--- src/hdl/htfd_pkg.sv ---
`default_nettype none
// ---------------------------------------------------------------------------
// htfd_pkg
// Shared types, constants and the byte-wide CRC-8 function of the
// humidity and temperature frame decoder.
// ---------------------------------------------------------------------------
package htfd_pkg;

    // frame layout
    localparam int unsigned BYTE_W     = 8;
    localparam int unsigned POS_W      = 3;
    localparam int unsigned RAW_W      = 20;
    localparam int unsigned CENTI_W    = 15;
    localparam int unsigned DATA_OUT_W = 80;

    localparam logic [POS_W-1:0] POS_FIRST = 3'd0;
    localparam logic [POS_W-1:0] POS_HUM_HI  = 3'd1;
    localparam logic [POS_W-1:0] POS_HUM_MID = 3'd2;
    localparam logic [POS_W-1:0] POS_SPLIT   = 3'd3;
    localparam logic [POS_W-1:0] POS_TEMP_MID = 3'd4;
    localparam logic [POS_W-1:0] POS_TEMP_LO  = 3'd5;
    localparam logic [POS_W-1:0] POS_CRC     = 3'd6;
    localparam logic [POS_W-1:0] POS_INVALID = 3'd7;

    // crc-8, msb first, no final xor
    localparam logic [7:0] CRC_INIT = 8'hFF;
    localparam logic [7:0] CRC_POLY = 8'h31;

    // scaling: value = (raw * scale) >> 20, temperature then offset
    localparam logic [13:0] HUM_SCALE   = 14'd10000;
    localparam logic [14:0] TEMP_SCALE  = 15'd20000;
    localparam logic signed [15:0] TEMP_OFFSET = 16'sd5000;
    localparam logic signed [CENTI_W-1:0] ERROR_CENTI = -15'sd100;

    // result status carried on tuser
    typedef enum logic [1:0] {
        ST_OK      = 2'd0,
        ST_CRC_ERR = 2'd1,
        ST_BUS_ERR = 2'd2
    } status_t;

    // input flags carried on tuser
    typedef struct packed {
        logic read_error;
        logic frame_start;
    } in_flags_t;

    // one crc-8 update over a whole byte
    function automatic logic [7:0] crc8_byte(input logic [7:0] crc_in,
                                             input logic [7:0] data);
        logic [7:0] c;
        c = crc_in ^ data;
        for (int i = 0; i < 8; i++) begin
            if (c[7]) begin
                c = {c[6:0], 1'b0} ^ CRC_POLY;
            end else begin
                c = {c[6:0], 1'b0};
            end
        end
        return c;
    endfunction

endpackage
`default_nettype wire

--- src/hdl/humidity_temp_frame_decoder.sv ---
`default_nettype none
// ---------------------------------------------------------------------------
// humidity_temp_frame_decoder
// Decodes seven-byte humidity/temperature sensor frames with a CRC-8 check.
// ---------------------------------------------------------------------------
// Takes one frame byte per item, one item per clock cycle while the result
// side is not stalled. Byte zero (status) through byte five feed a running
// CRC-8 (poly 0x31, init 0xFF); bytes one to five hold the 20-bit raw
// humidity and temperature fields. The seventh byte is compared against the
// CRC and produces one result item; a read_error item produces an error
// result at once and restarts the frame. Every item passes an input register
// and then the decode logic into a result register before its result shows
// on the m_ side. The decode stage holds one 20x14 and one 20x15 constant
// multiplier. A stalled result holds the pipe, and s_tready then follows
// m_tready once the input register is full.
module humidity_temp_frame_decoder (
    input  wire logic                              aclk,
    input  wire logic                              aresetn,
    // input channel
    input  wire logic                              s_tvalid,
    output logic                                   s_tready,
    input  wire logic [htfd_pkg::BYTE_W-1:0]       s_tdata,  // [7:0] rx_byte
    input  wire logic [1:0]                        s_tuser,  // [0] frame_start, [1] read_error
    // result channel
    output logic                                   m_tvalid,
    input  wire logic                              m_tready,
    // [14:0] humidity_centi, [29:15] temperature_centi, [49:30] hum_raw,
    // [69:50] temp_raw, [77:70] crc_computed, [79:78] zero
    output logic [htfd_pkg::DATA_OUT_W-1:0]        m_tdata,
    output logic [1:0]                             m_tuser   // [1:0] status
);
    import htfd_pkg::*;

    // input register
    logic              in_valid_reg;
    logic [BYTE_W-1:0] in_byte_reg;
    in_flags_t         in_flags_reg;

    // frame state
    logic [POS_W-1:0] pos_reg, pos_next;
    logic [7:0]       crc_reg, crc_next;
    logic [RAW_W-1:0] hum_reg, hum_next;
    logic [RAW_W-1:0] temp_reg, temp_next;

    // result register
    logic                       out_valid_reg, out_valid_next;
    logic signed [CENTI_W-1:0]  out_hum_reg, out_hum_next;
    logic signed [CENTI_W-1:0]  out_temp_reg, out_temp_next;
    status_t                    out_status_reg, out_status_next;
    logic [RAW_W-1:0]           out_raw_hum_reg, out_raw_hum_next;
    logic [RAW_W-1:0]           out_raw_temp_reg, out_raw_temp_next;
    logic [7:0]                 out_crc_reg, out_crc_next;

    logic advance;
    logic consume;
    logic restart;
    logic [POS_W-1:0] pos_eff;
    logic [7:0]       crc_base;
    logic [7:0]       crc_upd;
    logic [33:0]      hum_prod;
    logic [34:0]      temp_prod;
    logic signed [15:0] temp_wide;

    // pipe moves when the result register is free or being taken
    assign advance  = !out_valid_reg || m_tready;
    assign s_tready = !in_valid_reg || advance;
    assign consume  = in_valid_reg && advance;

    // input register
    always_ff @(posedge aclk) begin
        if (!aresetn) begin
            in_valid_reg <= 1'b0;
        end else if (s_tready) begin
            in_valid_reg <= s_tvalid;
        end
        if (s_tready && s_tvalid) begin
            in_byte_reg  <= s_tdata;
            in_flags_reg <= in_flags_t'(s_tuser);
        end
    end

    // scaling of the assembled raw fields
    assign hum_prod  = 34'(hum_reg) * 34'(HUM_SCALE);
    assign temp_prod = 35'(temp_reg) * 35'(TEMP_SCALE);
    assign temp_wide = $signed({1'b0, temp_prod[34:20]}) - TEMP_OFFSET;

    // position and crc seen by this byte
    assign restart  = in_flags_reg.frame_start || (pos_reg == POS_INVALID);
    assign pos_eff  = restart ? POS_FIRST : pos_reg;
    assign crc_base = restart ? CRC_INIT : crc_reg;
    assign crc_upd  = crc8_byte(crc_base, in_byte_reg);

    // frame decode
    always_comb begin
        pos_next          = pos_reg;
        crc_next          = crc_reg;
        hum_next          = hum_reg;
        temp_next         = temp_reg;
        out_valid_next    = m_tready ? 1'b0 : out_valid_reg;
        out_hum_next      = out_hum_reg;
        out_temp_next     = out_temp_reg;
        out_status_next   = out_status_reg;
        out_raw_hum_next  = out_raw_hum_reg;
        out_raw_temp_next = out_raw_temp_reg;
        out_crc_next      = out_crc_reg;

        if (consume) begin
            if (in_flags_reg.read_error) begin
                // bus error: abort frame, report at once
                pos_next          = POS_FIRST;
                crc_next          = CRC_INIT;
                hum_next          = '0;
                temp_next         = '0;
                out_valid_next    = 1'b1;
                out_hum_next      = ERROR_CENTI;
                out_temp_next     = ERROR_CENTI;
                out_status_next   = ST_BUS_ERR;
                out_raw_hum_next  = '0;
                out_raw_temp_next = '0;
                out_crc_next      = '0;
            end else if (pos_eff == POS_CRC) begin
                // crc byte: check and report
                pos_next          = POS_FIRST;
                crc_next          = CRC_INIT;
                out_valid_next    = 1'b1;
                out_raw_hum_next  = hum_reg;
                out_raw_temp_next = temp_reg;
                out_crc_next      = crc_base;
                if (crc_base == in_byte_reg) begin
                    out_hum_next    = $signed({1'b0, hum_prod[33:20]});
                    out_temp_next   = temp_wide[CENTI_W-1:0];
                    out_status_next = ST_OK;
                end else begin
                    out_hum_next    = ERROR_CENTI;
                    out_temp_next   = ERROR_CENTI;
                    out_status_next = ST_CRC_ERR;
                end
            end else begin
                // data byte: crc and field capture
                pos_next = pos_eff + 3'd1;
                crc_next = crc_upd;
                case (pos_eff)
                    POS_HUM_HI:   hum_next[19:12] = in_byte_reg;
                    POS_HUM_MID:  hum_next[11:4]  = in_byte_reg;
                    POS_SPLIT: begin
                        hum_next[3:0]    = in_byte_reg[7:4];
                        temp_next[19:16] = in_byte_reg[3:0];
                    end
                    POS_TEMP_MID: temp_next[15:8] = in_byte_reg;
                    POS_TEMP_LO:  temp_next[7:0]  = in_byte_reg;
                    default: ;
                endcase
            end
        end
    end

    // frame state and result registers
    always_ff @(posedge aclk) begin
        if (!aresetn) begin
            pos_reg       <= POS_FIRST;
            crc_reg       <= CRC_INIT;
            hum_reg       <= '0;
            temp_reg      <= '0;
            out_valid_reg <= 1'b0;
        end else begin
            pos_reg       <= pos_next;
            crc_reg       <= crc_next;
            hum_reg       <= hum_next;
            temp_reg      <= temp_next;
            out_valid_reg <= out_valid_next;
        end
        out_hum_reg      <= out_hum_next;
        out_temp_reg     <= out_temp_next;
        out_status_reg   <= out_status_next;
        out_raw_hum_reg  <= out_raw_hum_next;
        out_raw_temp_reg <= out_raw_temp_next;
        out_crc_reg      <= out_crc_next;
    end

    // result channel
    assign m_tvalid = out_valid_reg;
    assign m_tuser  = out_status_reg;
    assign m_tdata  = {2'b00, out_crc_reg, out_raw_temp_reg, out_raw_hum_reg,
                       out_temp_reg, out_hum_reg};

endmodule
`default_nettype wire

--- config.mk ---
export PLATFORM = sky130hd
export DESIGN_NAME = humidity_temp_frame_decoder
export DESIGN_NICKNAME = d
export VERILOG_FILES = /design/src/hdl/htfd_pkg.sv /design/src/hdl/humidity_temp_frame_decoder.sv
export SDC_FILE = /design/constraint.sdc
export NUM_CORES = 1
export LEC_CHECK = 0
export ABC_CLOCK_PERIOD_IN_PS = 6900
export BUFFER_PORTS_ARGS = -buffer_cell sky130_fd_sc_hd__buf_2
export CAP_MARGIN = 20
export CORE_MARGIN = 2
export CORE_UTILIZATION = 45
export CTS_CLUSTER_DIAMETER = 80
export DETAILED_ROUTE_END_ITERATION = 16
export PLACE_DENSITY_LB_ADDON = 0.1
export RECOVER_POWER = 50
export SYNTH_ARGS = -nofsm -noshare
export SYNTH_HDL_FRONTEND = slang
export SYNTH_SLANG_ARGS = --single-unit
export TNS_END_PERCENT = 50
--- constraint.sdc ---
create_clock -name aclk -period 6.9 [get_ports aclk]
set_input_delay 2.07 -clock aclk [delete_from_list [all_inputs] [get_ports aclk]]
set_output_delay 2.07 -clock aclk [all_outputs]
set_load 0.1 [all_outputs]
==> flow_summary.toml, run 1 <==
[setup_path]
slowest_stage = "fa_1"
crit_chain = "inv_1 -> fa_1 -> inv_1 -> ha_1 -> inv_1 -> fa_1 -> inv_1 -> ha_1 -> inv_1 -> fa_1 -> inv_1 -> ha_1 -> a21o_1 -> a22oi_1 -> o21ai_0 -> o31a_1 -> o31a_1 -> inv_1 -> ha_1 -> nand3b_1 -> nor4bb_1 -> a211oi_1 -> xor2_1 -> nand2_1"
reg2reg_to = "out_temp_reg[11]$_SDFFCE_PP1P_"
reg2reg_depth = 24
crit_top_cell = "inv_1"
crit_fanout = 5
startpoint_type = "flip-flop"
critPathTopFamily = "adder cells"
cp.arrival_ns = 6.15
cp_data_required_time_ns = 7.07
endpoint_kind = "flip-flop"
worst_path_largest_cell_delay_ns = 0.55
path_buf_inv = 7
critical_path_class = "flip-flop to flip-flop"
r2r_slack_ns = 0.93
r2r-start = "temp_reg[4]$_SDFFE_PN0P_"

[logic_synthesis]
ys_types = 64
synth-seq-cells = 143
avgSynthCellArea_um2 = 10.6
ys_async_sr_fraction_pct = 0
yosys_warnings = 0
synth.cell_area_mm2 = 0.0115
synthCells = 1076
synth_ff_type = "edfxtp_1"
ys_seq_area_share_pct = 32.9
synth_edf_count = 90

[grt]
grt.overflow.total = 0
grt_pass1_vias = 7592
antenna_found_initial = 0
grt_max_degree = 68
grt_use_total_pct = 18.7
grt_pass1_wl_um = 39100

[cts]
numCtsBuffers = 17
clk_pin_slew_ns = 0.07
holdBufCountCts = 0
post_cts_resized = 0
cts_setup_buffers = 0
root_buffer = "clkbuf_16"
htree_levels = 4
cts.path.max_buffers = 2
cts_tree = "yes"
cts_sinks = 143
clock_insertion_delay_worst_skew_ns = 0.42

[detailed_routing]
drc = 0
vias = 7637
totalWireLength_um = 23000
avgViaCountPerCell = 5.06
antenna_left = 0
wl_per_cell_um = 15.3
drt_iter0_markers = 421
first_pass_iters = 5

[placement]
gp_congestion = 0.807
port_buffers = 95
place_inst = 1477
place_hpwl_um = 17400

[sta]
clock_skew_ns = 0.0124
period_share_pct = 86.5
finalHoldViolations = 0
final.setup.tns_ns = 0
period_needed_ns = 5.97
rsz0062_at_grt = "no"
setup_viol = 0
report.final.slew_viol_count = 133
worst_pin_slew_ns = 3.26
max_freq_mhz = 167
slew_headroom_pct = -118

[final_layout]
drive_above_1_share_pct = 7.12
final-instance-count-excl-fill = 1510
register_area_mm2 = 0.00376
diodes = 0
multi_input_area_mm2 = 0.00684
area_growth_pct = 11.5
layout.nets = 1435
fillers = 2406

[floorplanning]
die_x_um = 164
die_area_mm2 = 0.0267
start_util_pct = 45.6
rows = 58
ioPinCount = 98
core_area_mm2 = 0.0251
die_h_um = 164

[outcome]
status = "finished, violations left"
violations = "max-capacitance violations, max-slew violations"

[worst_hold_path]
holdPathEnd = "crc_reg[1]$_SDFFE_PN1P_"
hold_class = "flip-flop to flip-flop"
hold_depth = 2
worstHoldStart = "crc_reg[1]$_SDFFE_PN1P_"

[power_and_ir_drop]
p_int_uw = 1580
p_sw_uw = 644
seq_power_share_pct = 43.0
power_frac_comb_pct = 16.7
peakVddDrop_uv = 141
power_density_mw_per_mm2 = 174
p_clk_share_pct = 40.3
p_sw_share_pct = 29.0
leakage_uw = 0.00627

[job]
cap_violations = 4
metal layers:
| layer | vias to the layer above | share of wire [%] | GRT usage (%) |
|---|---|---|---|
| li1 | 3768 | - | - |
| met1 | 3742 | 51 | 27.9 |
| met2 | 117 | 45 | 28.9 |
| met3 | 10 | 3.1 | 3.20 |
| met4 | 0 | 0.56 | 3.35 |
| met5 | - | 0 | 0 |
worst register-to-register path, delay by kind of cell (launching register included):
family / cells / cell delay (ns)
adders and majority gates: 7 / 2.60
and+or+nand+nor: 3 / 0.47
buffers and inverters: 7 / 0.45
DFF: 1 / 0.39
xor gates and xnor gates: 1 / 0.17
AOI/OAI and AO/OA: 6 / 1.65
cell families after synthesis:
logic type / synth area share [%]
compound gates: 6.97
other cells: 0.0327
xor+xnor: 3.67
flops: 32.9
mux: 3.96
buf+inv: 7.51
fa+ha+maj: 33.8
simple gates: 11.2
how the worst max path moves through the flow:
| stage | from | slack (ns) | endpoint | cells after the start |
|---|---|---|---|---|
| after floorplan | m_tready | 0.68 | m_tuser[0]$_SDFFCE_PP0P_ | 3 |
| after global placement | temp_reg[4]$_SDFFE_PN0P_ | 1.11 | out_temp_reg[11]$_SDFFCE_PP1P_ | 24 |
| after detailed placement | temp_reg[4]$_SDFFE_PN0P_ | 0.92 | out_temp_reg[11]$_SDFFCE_PP1P_ | 24 |
| after CTS | temp_reg[4]$_SDFFE_PN0P_ | 0.93 | out_temp_reg[11]$_SDFFCE_PP1P_ | 24 |
| after global routing | temp_reg[4]$_SDFFE_PN0P_ | 0.44 | out_temp_reg[11]$_SDFFCE_PP1P_ | 24 |
| final | temp_reg[4]$_SDFFE_PN0P_ | 0.93 | out_temp_reg[11]$_SDFFCE_PP1P_ | 24 |
cell usage after synthesis (20+ instances only):
library cell  instances  area [um^2]
fa_1                 92         1840
mux2i_1              43          430
xnor2_1              29          254
nor2_1               76          285
nor2b_1              62          388
dfxtp_1              53         1060
inv_1               196          736
edfxtp_1             90         2700
ha_1                162         2030
clkbuf_1             20         75.1
a21oi_1              21          105
nand2_1              31          116
per-stage QoR:
step / power (uW) / util (%) / worst slack [ns] / hold WS [ns] / cell area [um^2]
after floorplan: 1280 / - / 0.682 / 0.455 / 11500
after global placement: 1350 / 48.9 / 1.11 / 0.470 / 12300
after detailed placement: 1350 / 48.9 / 0.923 / 0.477 / 12300
after CTS: 2250 / 51.1 / 0.927 / 0.489 / 12800
after global routing: 2330 / 50.9 / 0.436 / 0.515 / 12800
final: 2220 / 50.9 / 0.929 / 0.493 / 12800
power groups by stage:
stage | Sequential [uW] | Combinational (uW) | Clock (uW)
final | 957 | 371 | 897
after global routing | 960 | 415 | 956
after CTS | 957 | 376 | 919
after detailed placement | 975 | 375 | 0
after global placement | 975 | 371 | 0
after floorplan | 1060 | 221 | 0
layout by cell type, fill, tap and decap left out, types with 5 or more instances in the layout:
cell type,instances
nor3_1,14
o211ai_1,8
ha_1,162
nor2b_1,62
o21a_1,8
o21ai_0,22
edfxtp_1,90
xor2_1,19
nor2_1,75
clkbuf_16,17
buf_2,43
nor4_1,5
or3_1,5
a31oi_1,8
clkbuf_1,57
nand2_1,31
dfxtp_1,53
a21oi_1,21
fa_1,92
nand3_1,12
a21o_1,11
inv_1,197
and3_1,9
mux2i_1,43
xnor2_1,29
final cells by class:
class / count / share of cell area, %
tap: 330 / 3.23
sequential: 143 / 29.5
clock buffer: 21 / 3.45
clock inverter: 11 / 0.921
inverter: 197 / 5.79
multi-input combinational: 708 / 53.6
timing repair buffer: 100 / 3.58
Power figures use the tool's default switching activity.
==> run 2, diff against run 1 <==
--- a/config.mk
+++ b/config.mk
@@ -12,7 +12,7 @@
 export CORE_UTILIZATION = 45
 export CTS_CLUSTER_DIAMETER = 80
 export DETAILED_ROUTE_END_ITERATION = 16
-export PLACE_DENSITY_LB_ADDON = 0.1
+export PLACE_DENSITY = 0.62
 export RECOVER_POWER = 50
 export SYNTH_ARGS = -nofsm -noshare
 export SYNTH_HDL_FRONTEND = slang
==> run 2 against run 1 <==
Compared with the run above: the flow still finishes with violations (max-capacitance violations, max-slew violations); combinational power hardly changed; clock skew hardly changed; register-to-register slack better by 0.06 ns; final cell count hardly changed; flip-flop and latch count stayed put; sequential power hardly changed; non-clock buffer count is 1 lower; sequential share of layout area is 0.11 points lower; via count is 1.5% lower; critical path depth stayed put; critical path type unchanged; largest cell class unchanged.
==> flow_summary.toml, run 2 (synthesis gave the netlist of run 1 again) <==
[outcome]
status = "finished, violations left"
violations = "max-capacitance violations, max-slew violations"

[sta]
report.final.slew_viol_count = 133
rsz0062_at_grt = "no"
final.setup.tns_ns = 0
worst_pin_slew_ns = 3.16
finalHoldViolations = 0
period_share_pct = 85.7
max_freq_mhz = 169
period_needed_ns = 5.91
slew_headroom_pct = -110
setup_viol = 0
clock_skew_ns = 0.0129

[power_and_ir_drop]
power_density_mw_per_mm2 = 181
p_sw_share_pct = 28.4
power_frac_comb_pct = 16.0
power.total_uw = 2320
p_clk_share_pct = 42.9
p_int_uw = 1660
leakage_uw = 0.00629
peakVddDrop_uv = 137
seq_power_share_pct = 41.2
p_sw_uw = 659

[final_layout]
drive_above_1_share_pct = 7.21
fin_area_mm2 = 0.0128
layout.nets = 1434
utilization_pct = 51.1
final_common_cell = "inv_1"
final_cell_mix = "inv_1, ha_1, fa_1"
diodes = 0
area_growth_pct = 11.9

[detailed_routing]
antenna_left = 0
totalWireLength_um = 22500
avgViaCountPerCell = 4.99
wl_per_cell_um = 14.9
drt_iter0_markers = 407
first_pass_iters = 5
drc = 0
vias = 7523

[placement]
postPlaceCellArea_mm2 = 0.0123
gp_congestion = 0.821
port_buffers = 95
place_hpwl_um = 16900

[setup_path]
crit_top_cell = "inv_1"
startpoint_type = "flip-flop"
crit_chain = "inv_1 -> fa_1 -> inv_1 -> ha_1 -> inv_1 -> fa_1 -> inv_1 -> ha_1 -> inv_1 -> fa_1 -> inv_1 -> ha_1 -> a21o_1 -> a22oi_1 -> o21ai_0 -> o31a_1 -> o31a_1 -> inv_1 -> ha_1 -> nand3b_1 -> nor4bb_1 -> a211oi_1 -> xor2_1 -> nand2_1"
slowest_stage = "fa_1"
worst_path_largest_cell_delay_ns = 0.55
endpoint_kind = "flip-flop"
r2r_slack_ns = 0.99
cp.arrival_ns = 6.10
critical_path_class = "flip-flop to flip-flop"
crit_fanout = 5
cp_data_required_time_ns = 7.09

[cts]
cts_sinks = 143
numCtsBuffers = 17
clk_pin_slew_ns = 0.07
cts.path.max_buffers = 2
root_buffer = "clkbuf_16"
htree_levels = 4
holdBufCountCts = 0
cts_tree = "yes"
clock_insertion_delay_worst_skew_ns = 0.44
cts_setup_buffers = 0
post_cts_resized = 0

[worst_hold_path]
hold_class = "flip-flop to flip-flop"

[floorplanning]
core_area_mm2 = 0.0251
die_x_um = 164
ioPinCount = 98
die_h_um = 164
die_area_mm2 = 0.0267
start_util_pct = 45.6
rows = 58

[job]
cap_violations = 4

[grt]
antenna_found_initial = 0
grt_pass1_vias = 7601
grt.overflow.total = 0
grt_pass1_wl_um = 38300
grt_max_degree = 68
grt_use_total_pct = 18.2
run 2: layout make-up:
| type | count | area, um^2 |
|---|---|---|
| clock inverter | 14 | 189 |
| multi-input combinational | 708 | 6840 |
| sequential | 143 | 3760 |
| fill | 2400 | 12300 |
| tap | 330 | 413 |
| timing repair buffer | 99 | 435 |
| inverter | 197 | 739 |
| clock buffer | 18 | 439 |
run 2: worst max-delay path: cells and delay by family, from the launching register on:
family                   cells  cell delay [ns]
adder cells (fa/ha/maj)      7             2.57
AO/OA/AOI/OAI                6             1.62
buffers and inverters        7             0.46
AND/OR/NAND/NOR              3             0.44
flip-flops                   1             0.39
XOR/XNOR                     1             0.19
run 2: power by group through the flow:
stage | combinational [uW] | sequential [uW] | clock, uW
5_1_grt | 414 | 960 | 1050
6_report | 371 | 956 | 995
2_1_floorplan | 221 | 1060 | 0
3_5_place_dp | 373 | 974 | 0
3_3_place_gp | 370 | 974 | 0
4_1_cts | 377 | 956 | 1020
run 2: metrics by stage:
| stage | std cells | worst slack [ns] | hold slack [ns] |
|---|---|---|---|
| detailed placement | 1477 | 1.05 | 0.479 |
| global placement | 1477 | 1.15 | 0.471 |
| floorplan | 1077 | 0.682 | 0.455 |
| CTS | 1509 | 1.02 | 0.490 |
| global route | 1509 | 0.595 | 0.502 |
| finish | 1509 | 0.985 | 0.488 |
run 2: metal layers:
metal / wire (um) / vias to the layer above / track usage [%]
met5: 0 / - / 0
met4: 176 / 0 / 3.95
met3: 759 / 13 / 3.43
met2: 10100 / 118 / 27.9
met1: 11500 / 3627 / 26.8
li1: - / 3765 / -
run 2: final timing paths:
kind / startpoint / to / depth (start not counted)
worst max-delay path: temp_reg[4]$_SDFFE_PN0P_ / out_temp_reg[11]$_SDFFCE_PP1P_ / 24
worst min-delay path: crc_reg[1]$_SDFFE_PN1P_ / crc_reg[1]$_SDFFE_PN1P_ / 2
worst max register to register: temp_reg[4]$_SDFFE_PN0P_ / out_temp_reg[11]$_SDFFCE_PP1P_ / 24
worst min register to register: crc_reg[1]$_SDFFE_PN1P_ / crc_reg[1]$_SDFFE_PN1P_ / 2
==> run 3, diff against run 2 <==
--- a/config.mk
+++ b/config.mk
@@ -5,14 +5,14 @@
 export SDC_FILE = /design/constraint.sdc
 export NUM_CORES = 1
 export LEC_CHECK = 0
-export ABC_CLOCK_PERIOD_IN_PS = 6900
+export ABC_CLOCK_PERIOD_IN_PS = 5000
 export BUFFER_PORTS_ARGS = -buffer_cell sky130_fd_sc_hd__buf_2
 export CAP_MARGIN = 20
 export CORE_MARGIN = 2
 export CORE_UTILIZATION = 45
 export CTS_CLUSTER_DIAMETER = 80
 export DETAILED_ROUTE_END_ITERATION = 16
-export PLACE_DENSITY = 0.62
+export PLACE_DENSITY = 0.64
 export RECOVER_POWER = 50
 export SYNTH_ARGS = -nofsm -noshare
 export SYNTH_HDL_FRONTEND = slang
==> constraint.sdc (replaced) <==
create_clock -name aclk -period 5 [get_ports aclk]
set_input_delay 1.5 -clock aclk [delete_from_list [all_inputs] [get_ports aclk]]
set_output_delay 1.5 -clock aclk [all_outputs]
set_load 0.1 [all_outputs]
==> run 3 against run 2 <==
Compared with the run above: the flow finishes with violations (max-capacitance violations, max-slew violations, negative setup slack); sequential power is 37% higher; sequential share of layout area fell by 2.4 points; cell area is 9.4% higher; combinational power increased by 61%; total power is 40% higher; final cell count rose by 7.6%; non-clock buffer count is 114 higher; setup slack worse by 1.3 ns; first-iteration DRC count grew 2.5%; register-to-register slack got worse by 1.3 ns; critical endpoint unchanged.
==> flow_summary.toml, run 3 (synthesis gave the netlist of run 1 again) <==
[detailed_routing]
totalWireLength_um = 24600
first_pass_iters = 4
drt_iter0_markers = 417
avgViaCountPerCell = 5.03
vias = 8169
antenna_left = 0
drc = 0
wl_per_cell_um = 15.2

[setup_path]
slowest_stage = "fa_1"
crit_fanout = 4
cp.arrival_ns = 5.48
startpoint_type = "flip-flop"
cp_data_required_time_ns = 5.18
worst_path_largest_cell_delay_ns = 0.53
crit_chain = "inv_4 -> fa_1 -> inv_1 -> ha_4 -> fa_1 -> ha_1 -> inv_1 -> fa_1 -> inv_1 -> ha_4 -> a21o_1 -> a22oi_2 -> o211ai_1 -> a31oi_2 -> and3_4 -> nor2_2 -> ha_2 -> nand3b_1 -> nand3_2 -> a211oi_2 -> xor2_1 -> nand2_1"
critical_path_class = "flip-flop to flip-flop"
endpoint_kind = "flip-flop"

[power_and_ir_drop]
power_density_mw_per_mm2 = 232
leakage_uw = 0.00691
peakVddDrop_uv = 181

[floorplanning]
ioPinCount = 98
start_util_pct = 45.6
core_area_mm2 = 0.0251
die_x_um = 164
rows = 58
die_area_mm2 = 0.0267
die_h_um = 164

[grt]
grt_use_total_pct = 19.4
grt_max_degree = 55
grt.overflow.total = 0
grt_pass1_wl_um = 40600
grt_pass1_vias = 8236
antenna_found_initial = 0

[cts]
cts.path.max_buffers = 2
htree_levels = 4
holdBufCountCts = 0
clock_insertion_delay_worst_skew_ns = 0.44
root_buffer = "clkbuf_16"
cts_tree = "yes"
numCtsBuffers = 17
clk_pin_slew_ns = 0.07
cts_sinks = 143

[placement]
place_hpwl_um = 18100
place_inst = 1576
port_buffers = 95
post-place-ws_ns = -0.592
gp_congestion = 0.834

[worst_hold_path]
hold_class = "flip-flop to flip-flop"

[final_layout]
utilization_pct = 55.9
final_common_cell = "inv_1"
layout.nets = 1548
diodes = 0
area_growth_pct = 22.5
final_cell_mix = "inv_1, ha_1, buf_4"
drive_above_1_share_pct = 21.6
final-instance-count-excl-fill = 1623

[sta]
worst_pin_slew_ns = 1.82
setup_viol = 10
finalHoldViolations = 0
max_freq_mhz = 188
clock_skew_ns = 0.0112
report.final.slew_viol_count = 94
fin_ws_ns = -0.305
period_share_pct = 106
slew_headroom_pct = -21.3
period_needed_ns = 5.31
rsz0062_at_grt = "yes"

[outcome]
status = "finished, violations left"
violations = "max-capacitance violations, max-slew violations, negative setup slack"

[job]
cap_violations = 4
run 3: cell types whose count changed in the layout (fill, tap and decap cells not counted), sizes merged:
cell | previous run | this run
buf | 45 | 167
clkbuf | 72 | 63
inv | 199 | 206
bufinv | 4 | 2
clkinv | 5 | 3
clkinvlp | 3 | 1
run 3: final timing paths:
check                                              start                              to  slack [ns]  cells past startpoint
worst max-delay path            temp_reg[6]$_SDFFE_PN0P_  out_temp_reg[11]$_SDFFCE_PP1P_       -0.31                     22
worst min-delay path             crc_reg[6]$_SDFFE_PN1P_         crc_reg[6]$_SDFFE_PN1P_        0.49                      2
worst max register to register  temp_reg[6]$_SDFFE_PN0P_  out_temp_reg[11]$_SDFFCE_PP1P_       -0.31                     22
worst min register to register   crc_reg[6]$_SDFFE_PN1P_         crc_reg[6]$_SDFFE_PN1P_        0.49                      2
run 3: power breakdown:
part / total, uW / switching (uW) / internal, uW / leakage (uW)
sequential: 1310 / 28.7 / 1290 / 0.00116
combinational: 596 / 380 / 216 / 0.00545
clock: 1350 / 586 / 762 / 0.000300
run 3: cell type report:
class,count,area [um^2]
Clock buffer,17,425
Fill cell,2233,11100
Multi-Input combinational cell,708,7150
Sequential cell,143,3780
Tap cell,330,413
Timing Repair Buffer,213,1320
Clock inverter,15,190
Inverter,197,747
run 3: timing repair:
action / CTS / global route
setup endpoints to repair: 14 / 19
pin swaps: 32 / 28
resized for setup: 49 / 41
cloned: 0 / 0
setup buffers: 16 / 5
run 3: per-layer routing:
metal,share of wire (%),vias to the layer above,GRT usage [%]
met4,1.9,0,6.14
met1,48,3990,26.7
met3,3.8,34,3.61
met5,0,-,0
li1,-,4002,-
met2,47,143,31.0
run 3: worst max-delay path: cells and delay by family (launching register included):
family	cells	cell delay [ns]
xor gates and xnor gates	1	0.17
buffers and inverters	4	0.23
and+or+nand+nor	5	0.66
adders and majority gates	7	2.43
DFF	1	0.35
AOI/OAI and AO/OA	5	1.19
run 3: per-stage QoR:
step | setup TNS [ns] | instance area [um^2] | hold slack [ns] | power [uW]
after floorplan | -1.28 | 11500 | 0.455 | 1760
after global placement | -3.09 | 13000 | 0.471 | 1890
after detailed placement | -4.04 | 13000 | 0.478 | 1900
after CTS | -1.28 | 13900 | 0.491 | 3280
after global routing | -3.98 | 14000 | 0.516 | 3400
final | -1.57 | 14000 | 0.489 | 3260
